`src/design/assert_macros.svh`:
```
// Assertion macros shared by the frame parser RTL.
// Included by every module that carries concurrent checks.
`ifndef ASSERT_MACROS_SVH
`define ASSERT_MACROS_SVH

// Same-cycle implication, disabled while reset is asserted.
`define AST_IMP(lbl, clk, rstn, ante, cons, msg) \
    lbl: assert property (@(posedge clk) disable iff (!(rstn)) (ante) |-> (cons)) \
        else $error(msg);

// Next-cycle implication, disabled while reset is asserted.
`define AST_NEXT(lbl, clk, rstn, ante, cons, msg) \
    lbl: assert property (@(posedge clk) disable iff (!(rstn)) (ante) |=> (cons)) \
        else $error(msg);

`endif

```
`src/design/ifp_pkg.sv`:
```
// Shared types, constants and the CRC-16 byte update for the frame parser.
// No dependencies; imported by all parser modules.
`default_nettype none

package ifp_pkg;

    // Frame format constants.
    localparam logic [7:0]  SYNC_FIRST  = 8'h5A;
    localparam logic [7:0]  SYNC_SECOND = 8'hA5;
    localparam logic [15:0] CRC_POLY    = 16'h1021;
    localparam int          MIN_PAYLOAD = 76;

    // Field store geometry: two banks of up to 32 words each.
    localparam int FIELD_COUNT = 20;
    localparam int FIDX_W      = 5;
    localparam int MEM_AW      = FIDX_W + 1;
    localparam int MEM_DEPTH   = 1 << MEM_AW;

    // Event queue between the parser and the result emitter.
    localparam int QDEPTH = 4;
    localparam int QPTR_W = 2;

    // One finished frame: CRC verdict and the bank that holds its fields.
    typedef struct packed {
        logic ok;
        logic bank;
    } t_evt;

    // Write port into the field store.
    typedef struct packed {
        logic              en;
        logic [MEM_AW-1:0] addr;
        logic [31:0]       data;
    } t_wr;

    // Bank release from the emitter once its last word has been read.
    typedef struct packed {
        logic valid;
        logic bank;
    } t_rel;

    // CRC-16/XMODEM update with one byte, MSB first.
    function automatic logic [15:0] crc16_byte(input logic [15:0] crc, input logic [7:0] b);
        logic [15:0] c;
        c = crc ^ {b, 8'h00};
        for (int i = 0; i < 8; i++) begin
            c = c[15] ? ({c[14:0], 1'b0} ^ CRC_POLY) : {c[14:0], 1'b0};
        end
        return c;
    endfunction

endpackage

`default_nettype wire

```
`src/design/ifp_front.sv`:
```
// Byte parser: sync hunt, header decode, CRC and field capture.
// Depends on ifp_pkg and assert_macros.svh; feeds ifp_queue and ifp_back.
`default_nettype none
`include "assert_macros.svh"

module ifp_front #(
    parameter int MAX_PAYLOAD = 256
) (
    input  wire logic          i_clk,
    input  wire logic          i_rst_n,
    input  wire logic          i_in_valid,
    output logic               o_in_stall,
    input  wire logic [7:0]    i_rx_byte,
    input  wire logic          i_q_full,
    output logic               o_push,
    output ifp_pkg::t_evt      o_evt,
    output ifp_pkg::t_wr       o_wr,
    input  wire ifp_pkg::t_rel i_rel
);
    import ifp_pkg::*;

    localparam int POS_W = $clog2(MAX_PAYLOAD + 1);

    typedef enum logic [6:0] {
        PH_SYNC1   = 7'b0000001,
        PH_SYNC2   = 7'b0000010,
        PH_LEN_LO  = 7'b0000100,
        PH_LEN_HI  = 7'b0001000,
        PH_CHK_LO  = 7'b0010000,
        PH_CHK_HI  = 7'b0100000,
        PH_PAYLOAD = 7'b1000000
    } t_phase;

    t_phase             r_phase, n_phase;
    logic [15:0]        r_crc, n_crc;
    logic [15:0]        r_len, n_len;
    logic [15:0]        r_chk, n_chk;
    logic [POS_W-1:0]   r_pos, n_pos;
    logic [23:0]        r_asm, n_asm;
    logic               r_wbank, n_wbank;
    logic [1:0]         r_busy, n_busy;

    logic               accept;
    logic [15:0]        crc_b;
    logic [15:0]        len_full;
    logic [POS_W-1:0]   pos_next;
    logic               len_bad;

    // A beat is held back when the queue is full or the write bank still drains.
    assign o_in_stall = i_q_full || r_busy[r_wbank];
    assign accept     = i_in_valid && !o_in_stall;
    assign crc_b      = crc16_byte(r_crc, i_rx_byte);
    assign len_full   = {i_rx_byte, r_len[7:0]};
    assign pos_next   = r_pos + 1'b1;
    assign len_bad    = (17'(len_full) < 17'(MIN_PAYLOAD)) ||
                        (17'(len_full) > 17'(MAX_PAYLOAD));

    // Next-state logic of the parser.
    always_comb begin
        n_phase = r_phase;
        n_crc   = r_crc;
        n_len   = r_len;
        n_chk   = r_chk;
        n_pos   = r_pos;
        n_asm   = r_asm;
        n_wbank = r_wbank;
        n_busy  = r_busy;
        o_push  = 1'b0;
        o_evt   = '0;
        o_wr    = '0;

        // The emitter frees a bank after reading its last word.
        if (i_rel.valid) begin
            n_busy[i_rel.bank] = 1'b0;
        end

        if (accept) begin
            case (r_phase)
                PH_SYNC2: begin
                    if (i_rx_byte == SYNC_SECOND) begin
                        n_crc   = crc_b;
                        n_phase = PH_LEN_LO;
                    end else begin
                        n_phase = PH_SYNC1;
                    end
                end
                PH_LEN_LO: begin
                    n_len   = {8'h00, i_rx_byte};
                    n_crc   = crc_b;
                    n_phase = PH_LEN_HI;
                end
                PH_LEN_HI: begin
                    n_len = len_full;
                    n_crc = crc_b;
                    if (len_bad) begin
                        o_push  = 1'b1;
                        o_evt   = '{ok: 1'b0, bank: r_wbank};
                        n_phase = PH_SYNC1;
                    end else begin
                        n_phase = PH_CHK_LO;
                    end
                end
                PH_CHK_LO: begin
                    n_chk   = {8'h00, i_rx_byte};
                    n_phase = PH_CHK_HI;
                end
                PH_CHK_HI: begin
                    n_chk   = {i_rx_byte, r_chk[7:0]};
                    n_pos   = '0;
                    n_phase = PH_PAYLOAD;
                end
                PH_PAYLOAD: begin
                    // Capture: byte 0 and byte 3 alone, then whole words.
                    n_asm = {i_rx_byte, r_asm[23:8]};
                    if (r_pos == '0) begin
                        o_wr = '{en: 1'b1, addr: {r_wbank, FIDX_W'(0)},
                                 data: {24'h000000, i_rx_byte}};
                    end else if (17'(r_pos) == 17'd3) begin
                        o_wr = '{en: 1'b1, addr: {r_wbank, FIDX_W'(1)},
                                 data: {24'h000000, i_rx_byte}};
                    end else if ((17'(r_pos) < 17'(MIN_PAYLOAD)) && (r_pos[1:0] == 2'd3)) begin
                        o_wr = '{en: 1'b1, addr: {r_wbank, r_pos[6:2] + FIDX_W'(1)},
                                 data: {i_rx_byte, r_asm}};
                    end
                    n_crc = crc_b;
                    n_pos = pos_next;
                    // Frame end: report the CRC verdict and swap banks on success.
                    if (17'(pos_next) >= 17'(r_len)) begin
                        o_push  = 1'b1;
                        o_evt   = '{ok: (crc_b == r_chk), bank: r_wbank};
                        n_phase = PH_SYNC1;
                        if (crc_b == r_chk) begin
                            n_busy[r_wbank] = 1'b1;
                            n_wbank         = ~r_wbank;
                        end
                    end
                end
                default: begin
                    if (i_rx_byte == SYNC_FIRST) begin
                        n_crc   = crc16_byte(16'h0000, i_rx_byte);
                        n_phase = PH_SYNC2;
                    end else begin
                        n_crc   = 16'h0000;
                        n_phase = PH_SYNC1;
                    end
                end
            endcase
        end
    end

    // Control registers.
    always_ff @(posedge i_clk) begin
        if (!i_rst_n) begin
            r_phase <= PH_SYNC1;
            r_wbank <= 1'b0;
            r_busy  <= 2'b00;
        end else begin
            r_phase <= n_phase;
            r_wbank <= n_wbank;
            r_busy  <= n_busy;
        end
    end

    // Header and assembly registers; every frame rewrites them before use.
    always_ff @(posedge i_clk) begin
        r_crc <= n_crc;
        r_len <= n_len;
        r_chk <= n_chk;
        r_pos <= n_pos;
        r_asm <= n_asm;
    end

    `AST_IMP(a_push_room, i_clk, i_rst_n, o_push, !i_q_full, "event pushed into a full queue")
    `AST_IMP(a_rel_busy, i_clk, i_rst_n, i_rel.valid, r_busy[i_rel.bank],
             "released bank was not busy")

endmodule

`default_nettype wire

```
`src/design/ifp_queue.sv`:
```
// Small event queue between the parser and the result emitter.
// Depends on ifp_pkg and assert_macros.svh.
`default_nettype none
`include "assert_macros.svh"

module ifp_queue (
    input  wire logic          i_clk,
    input  wire logic          i_rst_n,
    input  wire logic          i_push,
    input  wire ifp_pkg::t_evt i_evt,
    output logic               o_full,
    input  wire logic          i_pop,
    output logic               o_empty,
    output ifp_pkg::t_evt      o_head
);
    import ifp_pkg::*;

    t_evt              r_q [0:QDEPTH-1];
    logic [QPTR_W-1:0] r_wptr;
    logic [QPTR_W-1:0] r_rptr;
    logic [QPTR_W:0]   r_cnt;

    assign o_full  = (r_cnt == (QPTR_W + 1)'(QDEPTH));
    assign o_empty = (r_cnt == '0);
    assign o_head  = r_q[r_rptr];

    // Entry storage.
    always_ff @(posedge i_clk) begin
        if (i_push) begin
            r_q[r_wptr] <= i_evt;
        end
    end

    // Pointers and fill count.
    always_ff @(posedge i_clk) begin
        if (!i_rst_n) begin
            r_wptr <= '0;
            r_rptr <= '0;
            r_cnt  <= '0;
        end else begin
            if (i_push) begin
                r_wptr <= r_wptr + 1'b1;
            end
            if (i_pop) begin
                r_rptr <= r_rptr + 1'b1;
            end
            case ({i_push, i_pop})
                2'b10:   r_cnt <= r_cnt + 1'b1;
                2'b01:   r_cnt <= r_cnt - 1'b1;
                default: r_cnt <= r_cnt;
            endcase
        end
    end

    `AST_IMP(a_pop_nonempty, i_clk, i_rst_n, i_pop, !o_empty, "pop from an empty queue")

endmodule

`default_nettype wire

```
`src/design/ifp_back.sv`:
```
// Result emitter: double-banked field store, read stage and output register.
// Depends on ifp_pkg and assert_macros.svh; drains events from ifp_queue.
`default_nettype none
`include "assert_macros.svh"

module ifp_back (
    input  wire logic                   i_clk,
    input  wire logic                   i_rst_n,
    input  wire ifp_pkg::t_wr           i_wr,
    input  wire logic                   i_q_empty,
    input  wire ifp_pkg::t_evt          i_head,
    output logic                        o_pop,
    output ifp_pkg::t_rel               o_rel,
    output logic                        o_out_valid,
    input  wire logic                   i_out_stall,
    output logic [ifp_pkg::FIDX_W-1:0]  o_field_index,
    output logic [31:0]                 o_field_value,
    output logic                        o_frame_ok,
    output logic                        o_last_of_frame
);
    import ifp_pkg::*;

    // Field store: bank bit on top, field index below.
    logic [31:0]       r_mem [0:MEM_DEPTH-1];
    logic [31:0]       r_rdata;

    // Event being walked.
    logic              r_act;
    logic              r_ok;
    logic              r_bank;
    logic [FIDX_W-1:0] r_idx;

    // Read stage.
    logic              r_a_valid;
    logic [FIDX_W-1:0] r_a_idx;
    logic              r_a_ok;
    logic              r_a_last;

    // Output register.
    logic              r_out_valid;
    logic [FIDX_W-1:0] r_out_idx;
    logic [31:0]       r_out_val;
    logic              r_out_ok;
    logic              r_out_last;

    logic              b_free;
    logic              adv_a;
    logic              issue;
    logic              issue_last;
    logic              rd_en;

    // Stage advance conditions.
    assign b_free     = !r_out_valid || !i_out_stall;
    assign adv_a      = !r_a_valid || b_free;
    assign issue      = r_act && adv_a;
    assign issue_last = !r_ok || (r_idx == FIDX_W'(FIELD_COUNT - 1));
    assign rd_en      = issue && r_ok;
    assign o_pop      = !r_act && !i_q_empty;
    assign o_rel      = '{valid: rd_en && issue_last, bank: r_bank};

    // Memory write from the parser and registered read for the emitter.
    always_ff @(posedge i_clk) begin
        if (i_wr.en) begin
            r_mem[i_wr.addr] <= i_wr.data;
        end
        if (rd_en) begin
            r_rdata <= r_mem[{r_bank, r_idx}];
        end
    end

    // Event walker and stage valids.
    always_ff @(posedge i_clk) begin
        if (!i_rst_n) begin
            r_act       <= 1'b0;
            r_a_valid   <= 1'b0;
            r_out_valid <= 1'b0;
        end else begin
            if (o_pop) begin
                r_act <= 1'b1;
            end else if (issue && issue_last) begin
                r_act <= 1'b0;
            end
            if (adv_a) begin
                r_a_valid <= issue;
            end
            if (b_free) begin
                r_out_valid <= r_a_valid;
            end
        end
    end

    // Walker payload and per-stage result fields.
    always_ff @(posedge i_clk) begin
        if (o_pop) begin
            r_ok   <= i_head.ok;
            r_bank <= i_head.bank;
            r_idx  <= '0;
        end else if (issue && !issue_last) begin
            r_idx <= r_idx + 1'b1;
        end
        if (issue) begin
            r_a_idx  <= r_idx;
            r_a_ok   <= r_ok;
            r_a_last <= issue_last;
        end
        if (b_free && r_a_valid) begin
            r_out_idx  <= r_a_idx;
            r_out_val  <= r_a_ok ? r_rdata : 32'h0000_0000;
            r_out_ok   <= r_a_ok;
            r_out_last <= r_a_last;
        end
    end

    assign o_out_valid     = r_out_valid;
    assign o_field_index   = r_out_idx;
    assign o_field_value   = r_out_val;
    assign o_frame_ok      = r_out_ok;
    assign o_last_of_frame = r_out_last;

    `AST_IMP(a_last_idx, i_clk, i_rst_n, r_out_valid && r_out_ok,
             r_out_last == (r_out_idx == FIDX_W'(FIELD_COUNT - 1)),
             "last marker does not match the final field")
    `AST_IMP(a_err_shape, i_clk, i_rst_n, r_out_valid && !r_out_ok,
             r_out_last && (r_out_idx == '0) && (r_out_val == '0),
             "error beat carries field data")
    `AST_NEXT(a_rd_hold, i_clk, i_rst_n, r_a_valid && !adv_a, $stable(r_rdata),
              "read data changed while the read stage was held")

endmodule

`default_nettype wire

```
`src/design/imu_frame_parser_crc16_top.sv`:
```
// Channel  Direction  Handshake                 Beat payload
// input    in         i_in_valid / o_in_stall   i_rx_byte
// output   out        o_out_valid / i_out_stall o_field_index, o_field_value,
//                                               o_frame_ok, o_last_of_frame
//
// One byte is accepted per cycle unless the input stalls; CRC update and field
// capture finish in that cycle. A good frame yields 20 beats at one per cycle
// unless the output stalls, an error yields one beat; each event passes through
// the queue, walker, read stage and output register. Reset is synchronous.
// The input stalls when the 4-entry event queue is full or both field banks are
// still waiting to drain; a stalled output holds its beat and the read stage.
//
// Top level of the frame parser; depends on ifp_pkg, ifp_front, ifp_queue, ifp_back.
`default_nettype none

module imu_frame_parser_crc16_top #(
    parameter int MAX_PAYLOAD = 256
) (
    input  wire logic                   i_clk,
    input  wire logic                   i_rst_n,
    input  wire logic                   i_in_valid,
    output logic                        o_in_stall,
    input  wire logic [7:0]             i_rx_byte,
    output logic                        o_out_valid,
    input  wire logic                   i_out_stall,
    output logic [ifp_pkg::FIDX_W-1:0]  o_field_index,
    output logic [31:0]                 o_field_value,
    output logic                        o_frame_ok,
    output logic                        o_last_of_frame
);
    import ifp_pkg::*;

    logic q_full;
    logic q_empty;
    logic push;
    logic pop;
    t_evt evt;
    t_evt head;
    t_wr  wr;
    t_rel rel;

    // Parser front.
    ifp_front #(
        .MAX_PAYLOAD (MAX_PAYLOAD)
    ) u_front (
        .i_clk      (i_clk),
        .i_rst_n    (i_rst_n),
        .i_in_valid (i_in_valid),
        .o_in_stall (o_in_stall),
        .i_rx_byte  (i_rx_byte),
        .i_q_full   (q_full),
        .o_push     (push),
        .o_evt      (evt),
        .o_wr       (wr),
        .i_rel      (rel)
    );

    // Frame event queue.
    ifp_queue u_queue (
        .i_clk   (i_clk),
        .i_rst_n (i_rst_n),
        .i_push  (push),
        .i_evt   (evt),
        .o_full  (q_full),
        .i_pop   (pop),
        .o_empty (q_empty),
        .o_head  (head)
    );

    // Result emitter.
    ifp_back u_back (
        .i_clk           (i_clk),
        .i_rst_n         (i_rst_n),
        .i_wr            (wr),
        .i_q_empty       (q_empty),
        .i_head          (head),
        .o_pop           (pop),
        .o_rel           (rel),
        .o_out_valid     (o_out_valid),
        .i_out_stall     (i_out_stall),
        .o_field_index   (o_field_index),
        .o_field_value   (o_field_value),
        .o_frame_ok      (o_frame_ok),
        .o_last_of_frame (o_last_of_frame)
    );

endmodule

`default_nettype wire
```
`config.mk`:
```
export PLATFORM = sky130hd
export DESIGN_NAME = imu_frame_parser_crc16_top
export DESIGN_NICKNAME = d
export VERILOG_FILES = /design/src/design/ifp_pkg.sv /design/src/design/ifp_front.sv /design/src/design/ifp_queue.sv /design/src/design/ifp_back.sv /design/src/design/imu_frame_parser_crc16_top.sv
export VERILOG_INCLUDE_DIRS = /design/src /design/src/design
export SDC_FILE = /design/constraint.sdc
export NUM_CORES = 2
export LEC_CHECK = 0
export BUFFER_PORTS_ARGS = -buffer_cell sky130_fd_sc_hd__buf_2
export CORE_MARGIN = 2
export CORE_UTILIZATION = 30
export CTS_BUF_LIST = sky130_fd_sc_hd__clkbuf_4 sky130_fd_sc_hd__clkbuf_8 sky130_fd_sc_hd__clkbuf_16
export DETAILED_ROUTE_END_ITERATION = 12
export GPL_TIMING_DRIVEN = 0
export SLEW_MARGIN = 20
export SYNTH_ARGS = -nofsm -noshare
export SYNTH_HDL_FRONTEND = slang
export SYNTH_SLANG_ARGS = --single-unit
```
`constraint.sdc`:
```
create_clock -name i_clk -period 4.4 [get_ports i_clk]
set_input_delay 0.44 -clock i_clk [delete_from_list [all_inputs] [get_ports i_clk]]
set_output_delay 0.44 -clock i_clk [all_outputs]
set_load 0.01 [all_outputs]
```
Yosys cells after proc, flatten, opt, wreduce, memory -nomap -nowiden
Memory sizes are Yosys's and may differ from the RTL's. A register that Yosys moved wholly into a read port is not among the register bits.
Index checks and enable logic that the tools add are counted.
- bits in registers: 152
- bits of input ports: 12
- logic and storage cells: 182
- memory bits (writable): 2056
- memories kept: 2
- output and inout bits: 41
- muxes and demuxes: 58
- eq/ne operators: 17
- order comparisons: 8
- reductions and logical operators: 42
- bitwise gates (word level): 24
- add/sub/neg operators: 7
- memories (memory ; words ; bits a word ; rd ports ; clocked after Yosys merged registers in ; wr ports ; line ; text):
    u_back.r_mem ; 64 ; 32 ; 1 ; 1 ; 1 ; ifp_back.sv:24 ; logic [31:0] r_mem [0:MEM_DEPTH-1];
    u_queue.r_q ; 4 ; 2 ; 1 ; 1 ; 1 ; ifp_queue.sv:18 ; t_evt r_q [0:QDEPTH-1];
- operators with widths (operator ; number):
    13-bit 2-to-1 mux ; 16
    39-bit 2-to-1 mux ; 5
    16-bit case mux with 2 select lines ; 2
    3-bit inverter ; 16
    16-bit case mux with 3 select lines ; 1
    7-bit case mux with 6 select lines ; 1
    16-bit 2-to-1 mux ; 2
    9-bit case mux with 2 select lines ; 1
    16-bit equality test ; 1
    9-bit by 16-bit >= comparator with 1-bit output ; 1
    16-bit by 9-bit > comparator with 1-bit output, second input constant ; 1
    16-bit by 7-bit less-than comparator with 1-bit output, second input constant ; 1
    2-bit 2-to-1 mux ; 8
    16-bit bitwise XOR ; 1
    1-bit 2-to-1 mux ; 14
    1-bit logical AND ; 11
    5-bit by 1-bit adder with 5-bit output, second input constant ; 2
    2-bit AND reduction ; 5
    2-bit nonzero test ; 5
    9-bit by 1-bit adder with 9-bit output, second input constant ; 1
    9-bit by 2-bit equality test with 1-bit output, second input constant ; 1
    9-bit zero test ; 1
    9-bit by 7-bit less-than comparator with 1-bit output, second input constant ; 1
    3-bit AND reduction ; 3
    other kinds (35) ; 55

Logic depth before layout (Yosys ltp)
- depth in word-level cells: 22
- depth in mapped cells: 17
- depth with buffers taken out: 16

By module
From an unflattened synthesis, not the netlist that was laid out.
- cell total of the unflattened synthesis: 4254
- area total of the unflattened synthesis: 87348.8 µm²
- by module, submodules not included (module ; cells each ; area each (µm²) ; seq. area each (µm²) ; times used):
    ifp_back ; 3752 ; 81568.2 ; 64061.4 ; 1
    ifp_front ; 446 ; 5044.8 ; 2632.5 ; 1
    ifp_queue ; 56 ; 735.7 ; 420.4 ; 1

Worst setup path before layout
OpenSTA, ideal clock, no wires.
- path type: register -> register
- from: reg u_front.r_wbank
- to: mem u_back.r_mem[38][0], enable pin
- buffers on the path: 0
- data required time: 3979 ps
- library setup time: 421 ps
- path slack: 394 ps
- stages on the path, launching flop included: 7
- period minus slack after synthesis: 4006 ps
- arrival time: 3585 ps
- cell sequence: dfxtp_1 -> mux2i_1 -> o311ai_2 -> nand2b_1 -> inv_1 -> nand4_1 -> nor2_1
- longest elaborated chain between the ends: 8
- elaborated cells on any way between the ends: 12
- classes of those cells: mux: 9; reduce/logical: 3
- RTL lines (element ; line ; text):
    start, declared ; ifp_front.sv:40 ; logic r_wbank, n_wbank;
    start signal, assigned ; ifp_front.sv:159 ; r_wbank <= n_wbank;
    1-bit 2-to-1 mux (not written as such) (2 in a row) ; ifp_front.sv:50 ; assign o_in_stall = i_q_full || r_busy[r_wbank];
    1-bit logical OR ; ifp_front.sv:50 ;
    1-bit zero test ; ifp_front.sv:51 ; assign accept = i_in_valid && !o_in_stall;
    1-bit logical AND ; ifp_front.sv:51 ;
    39-bit 2-to-1 mux * ; ifp_front.sv:77 ; if (accept) begin
    1-bit 2-to-1 mux ; ifp_back.sv:63 ; if (i_wr.en) begin
    1-bit 2-to-1 mux (not written as such) ; ifp_back.sv:64 ; r_mem[i_wr.addr] <= i_wr.data;
    end, declared ; ifp_back.sv:24 ;
Every way passes the cells marked *; elsewhere a longest branch is shown, timed or not. The select of a mux whose other input is x is not followed.

==> impl_metrics.toml <==
[run_status]
status = "finished, final reports clean"

[sta]
slew_headroom_pct = 23.54
final-hold-violation-count = 0
finalCritPeriodShare_pct = 98.68
skew_ns = 0.05853
slew_viol_final = 0
finalCriticalPeriod_ns = 4.342
worst_pin_slew_ns = 1.147
setup_viol = 0
layout_setup_ws_ns = 0.05788
fin_setup_tns_ns = 0
max_freq_ghz = 0.2303
whs_ns = 0.1968
rsz0062_at_grt = "false"

[pwr]
swShare_pct = 19.82
p_int_w = 0.03370
clock_power_share_pct = 44.1
power_density_nw_per_um2 = 406.0
comb_power_share_pct = 0.5
seq_power_share_pct = 55.3
p_switching_w = 0.008328
power_leakage_nw = 26.79
worst_ir_drop_vdd_mv = 0.4156

[worst_hold_path]
hold_path_depth = 4
worstHoldStart = "i_in_valid"
hold-path-endpoint = "u_front.r_phase[0]$_SDFFE_PN1P_"
worstHoldPathType = "primary input to register"

[global_routing]
grt_remaining_overflow = 0
grt_pass1_wl_um = 309800
antenna_found_initial = 18
grt_max_degree = 65
grt_util_all_layers_pct = 14.86
first_global_vias = 41710

[floorplanning]
die_w_um = 540.4
core-area_um2 = 285700
ios = 53
die_area_um2 = 292000
die_h_um = 540.4
start_util_pct = 30.21
core.rowCount = 196

[worst_setup_path]
crit_path_max_fanout = 10
worst_setup_path_end_kind = "register"
reg2reg_slack_ns = 0.06
max_stage_delay_ns = 0.72
crit_arrival_ns = 4.91
rr_endpoint = "u_back.r_rdata[22]$_DFFE_PP_"
crit_chain = "clkbuf_1 > clkbuf_2 > clkbuf_1 > mux4_2 > mux4_2 > mux4_2"
worst_r2r_startpoint = "u_back.r_idx[1]$_SDFFE_PP0P_"
worstRegToRegCells = 6
critPathRequiredTime_ns = 4.97
crit_slowest_cell = "clkbuf_1"
path_class = "register to register"
start_kind = "register"
crit_path_frequent_cell = "mux4_2"

[final_layout]
fin_util_pct = 36.23
area_growth_pct = 19.93
nets = 4373
stdcell_area_um2 = 103500
drive_above_1_share_pct = 32.91

[place]
dpl_cell_area_um2 = 95340
numPortBuffers = 51
place_ws_ns = -1.104
dp.final_hpwl_um = 144700
gp_congestion = 0.8244

[clock_network]
cts_tree = "done"
clk_path_buf_depth = 3
clock-root-buffer = "clkbuf_16"
clock-sinks = 2242
clk_latency_ns = 0.87
cts_inserted_buffers = 221
cts.clk_slew.worst_paths_ns = 0.06
cts-htree-levels = 4

[synth]
synth-warning-count = 0
yosys_most_used_dff = "edfxtp_1"
syn-instance-count = 3599
synth-seq-cells = 2242
synth_area_um2 = 86310
synth.avg_cell_area_um2 = 23.98
async_reset_ff_share_pct = 0
synth_edf_count = 2217
ys_types = 66
yosysSeqAreaShare_pct = 77.71

[drt]
wirelength_um = 219800
antenna_left = 0
drtIter0Drc = 5368
firstDrtPassIters = 6
drt-wirelength-per-cell_um = 26.48
vias = 41270
drc_errors = 0
drt-vias-per-instance = 4.973

[job]
drv_cap = 0
kinds of logic (layout without fill, tap and decap cells):
kind of cell,Yosys count,after routing,synth area share (%)
other,1,266,0.004345
muxes,679,679,17.64
and+or+nand+nor,317,317,1.982
adders and majority gates,20,20,0.2986
buffers and inverters,205,878,1.016
DFF,2242,2242,77.71
xor gates and xnor gates,60,60,0.7379
AOI/OAI and AO/OA,75,75,0.6074
power by group through the flow:
stage | clock network (W) | logic [W] | registers (W)
after CTS | 0.0188 | 0.000220 | 0.0233
after global placement | 0 | 0.000210 | 0.0237
final | 0.0186 | 0.000227 | 0.0233
after floorplan | 0 | 0.000160 | 0.0237
after global routing | 0.0197 | 0.000254 | 0.0232
after detailed placement | 0 | 0.000212 | 0.0237
synthesized netlist by cell type (all sizes together), types with 10 or more instances:
master	n	area [um^2]
nor2b	18	115.1
nand2	34	127.6
edfxtp	2217	66570
mux4	674	15180
o21ai	16	80.08
and2	102	638.1
dfxtp	25	500.5
a22oi	10	80.07
xor2	24	229.0
clkbuf	101	379.1
xnor2	31	294.0
a21oi	11	55.05
nor2	87	326.6
inv	23	86.34
buf	81	411.6
nand3	16	80.08
ha	19	237.7
registers in the layout, summed over array words and instances (netlist names), 2 cells and up:
| name | count |
|---|---|
| u_back.r_idx | 5 |
| u_back.r_rdata | 32 |
| u_back.o_field_index | 5 |
| u_back.o_field_value | 32 |
| u_queue.r_rptr | 2 |
| u_front.r_busy | 2 |
| u_front.r_phase | 7 |
| u_back.r_mem | 2048 |
| u_front.r_asm | 24 |
| u_front.r_chk | 16 |
| u_queue.r_cnt | 3 |
| u_front.r_len | 16 |
| u_front.r_crc | 16 |
| u_queue.r_wptr | 2 |
| u_queue.r_q | 8 |
| u_front.r_pos | 9 |
| u_back.r_a_idx | 5 |
worst max-delay path: cells and delay by family (launching register included):
family                 cells  cell delay, ns
buffers and inverters      3            1.87
DFF                        1            0.51
muxes                      3            1.63
worst max-delay path by stage:
| stage | from | to | slack [ns] | depth (start not counted) |
|---|---|---|---|---|
| 3_3_place_gp | u_front.r_wbank$_SDFFE_PN0P_ | u_back.r_mem[49][5]$_DFFE_PP_ | -3.00 | 6 |
| 3_5_place_dp | u_front.r_wbank$_SDFFE_PN0P_ | u_back.r_mem[9][10]$_DFFE_PP_ | -1.10 | 7 |
| 4_1_cts | u_front.r_pos[2]$_SDFFCE_PP0P_ | u_back.r_mem[8][8]$_DFFE_PP_ | 0.002 | 10 |
| 5_1_grt | u_back.r_idx[1]$_SDFFE_PP0P_ | u_back.r_rdata[19]$_DFFE_PP_ | 0.002 | 6 |
| 2_1_floorplan | u_front.r_wbank$_SDFFE_PN0P_ | u_back.r_mem[38][0]$_DFFE_PP_ | 0.39 | 6 |
| 6_report | u_back.r_idx[1]$_SDFFE_PP0P_ | u_back.r_rdata[22]$_DFFE_PP_ | 0.06 | 6 |
per-layer routing:
metal / wire length, um / GRT usage [%]
met2: 107700 / 24.10
met4: 6452 / 5.040
met3: 16280 / 2.483
met5: 11 / 0
met1: 89400 / 20.25
what timing repair did:
action                                  4_1_cts  5_1_grt
pin swaps                                    16       17
gates resized for setup                      17        6
cloned                                        0        1
endpoints found under the setup margin     1062      452
hold endpoints to repair                     22        0
setup buffers                                44       42
hold buffers                                 10        0
stage by stage:
step | total power (W) | cells
finish | 0.04203 | 8299
global route | 0.04317 | 8294
CTS | 0.04232 | 8245
detailed placement | 0.02392 | 7782
global placement | 0.02391 | 7667
floorplan | 0.02386 | 3854
placed cells by master, fill, tap and decap left out, types with 6 or more instances in the layout:
master,netlist,final
nand3_1,16,15
conb_1,1,256
edfxtp_1,2217,2217
and2_1,101,77
bufinv_16,0,12
clkinv_16,0,11
and2_2,0,17
dfxtp_1,25,25
buf_16,0,37
and2_4,0,7
nor2b_1,17,17
clkbuf_2,0,28
buf_2,53,106
or3_1,6,6
xor2_1,23,23
a22oi_1,9,9
clkbuf_16,0,221
inv_1,21,20
diode_2,0,10
xnor2_1,28,28
clkbuf_1,101,71
nor3_1,8,8
nor2_1,87,23
clkbuf_4,0,54
mux4_2,674,674
buf_12,0,80
nand2_1,34,32
nor2_4,0,64
nand4_1,8,8
a31oi_1,8,6
dlygate4sd3_1,0,10
and3_1,8,8
clkinv_2,0,41
ha_1,19,19
a21oi_1,11,11
o21ai_0,12,12
clkinv_1,0,57
buf_6,5,8
buf_4,1,81
buf_1,22,19
layout make-up:
cell class / instances / area, um^2
clock inverter: 132 / 1241
tap: 3762 / 4707
clock buffer: 277 / 5969
antenna: 10 / 25.02
inverter: 23 / 90.09
timing repair inverter: 1 / 5.005
multi-input combinational: 1407 / 19920
buffer: 181 / 842.1
fill: 25740 / 182200
timing repair buffer: 264 / 3645
sequential: 2242 / 67070
Power figures use the tool's default switching activity.
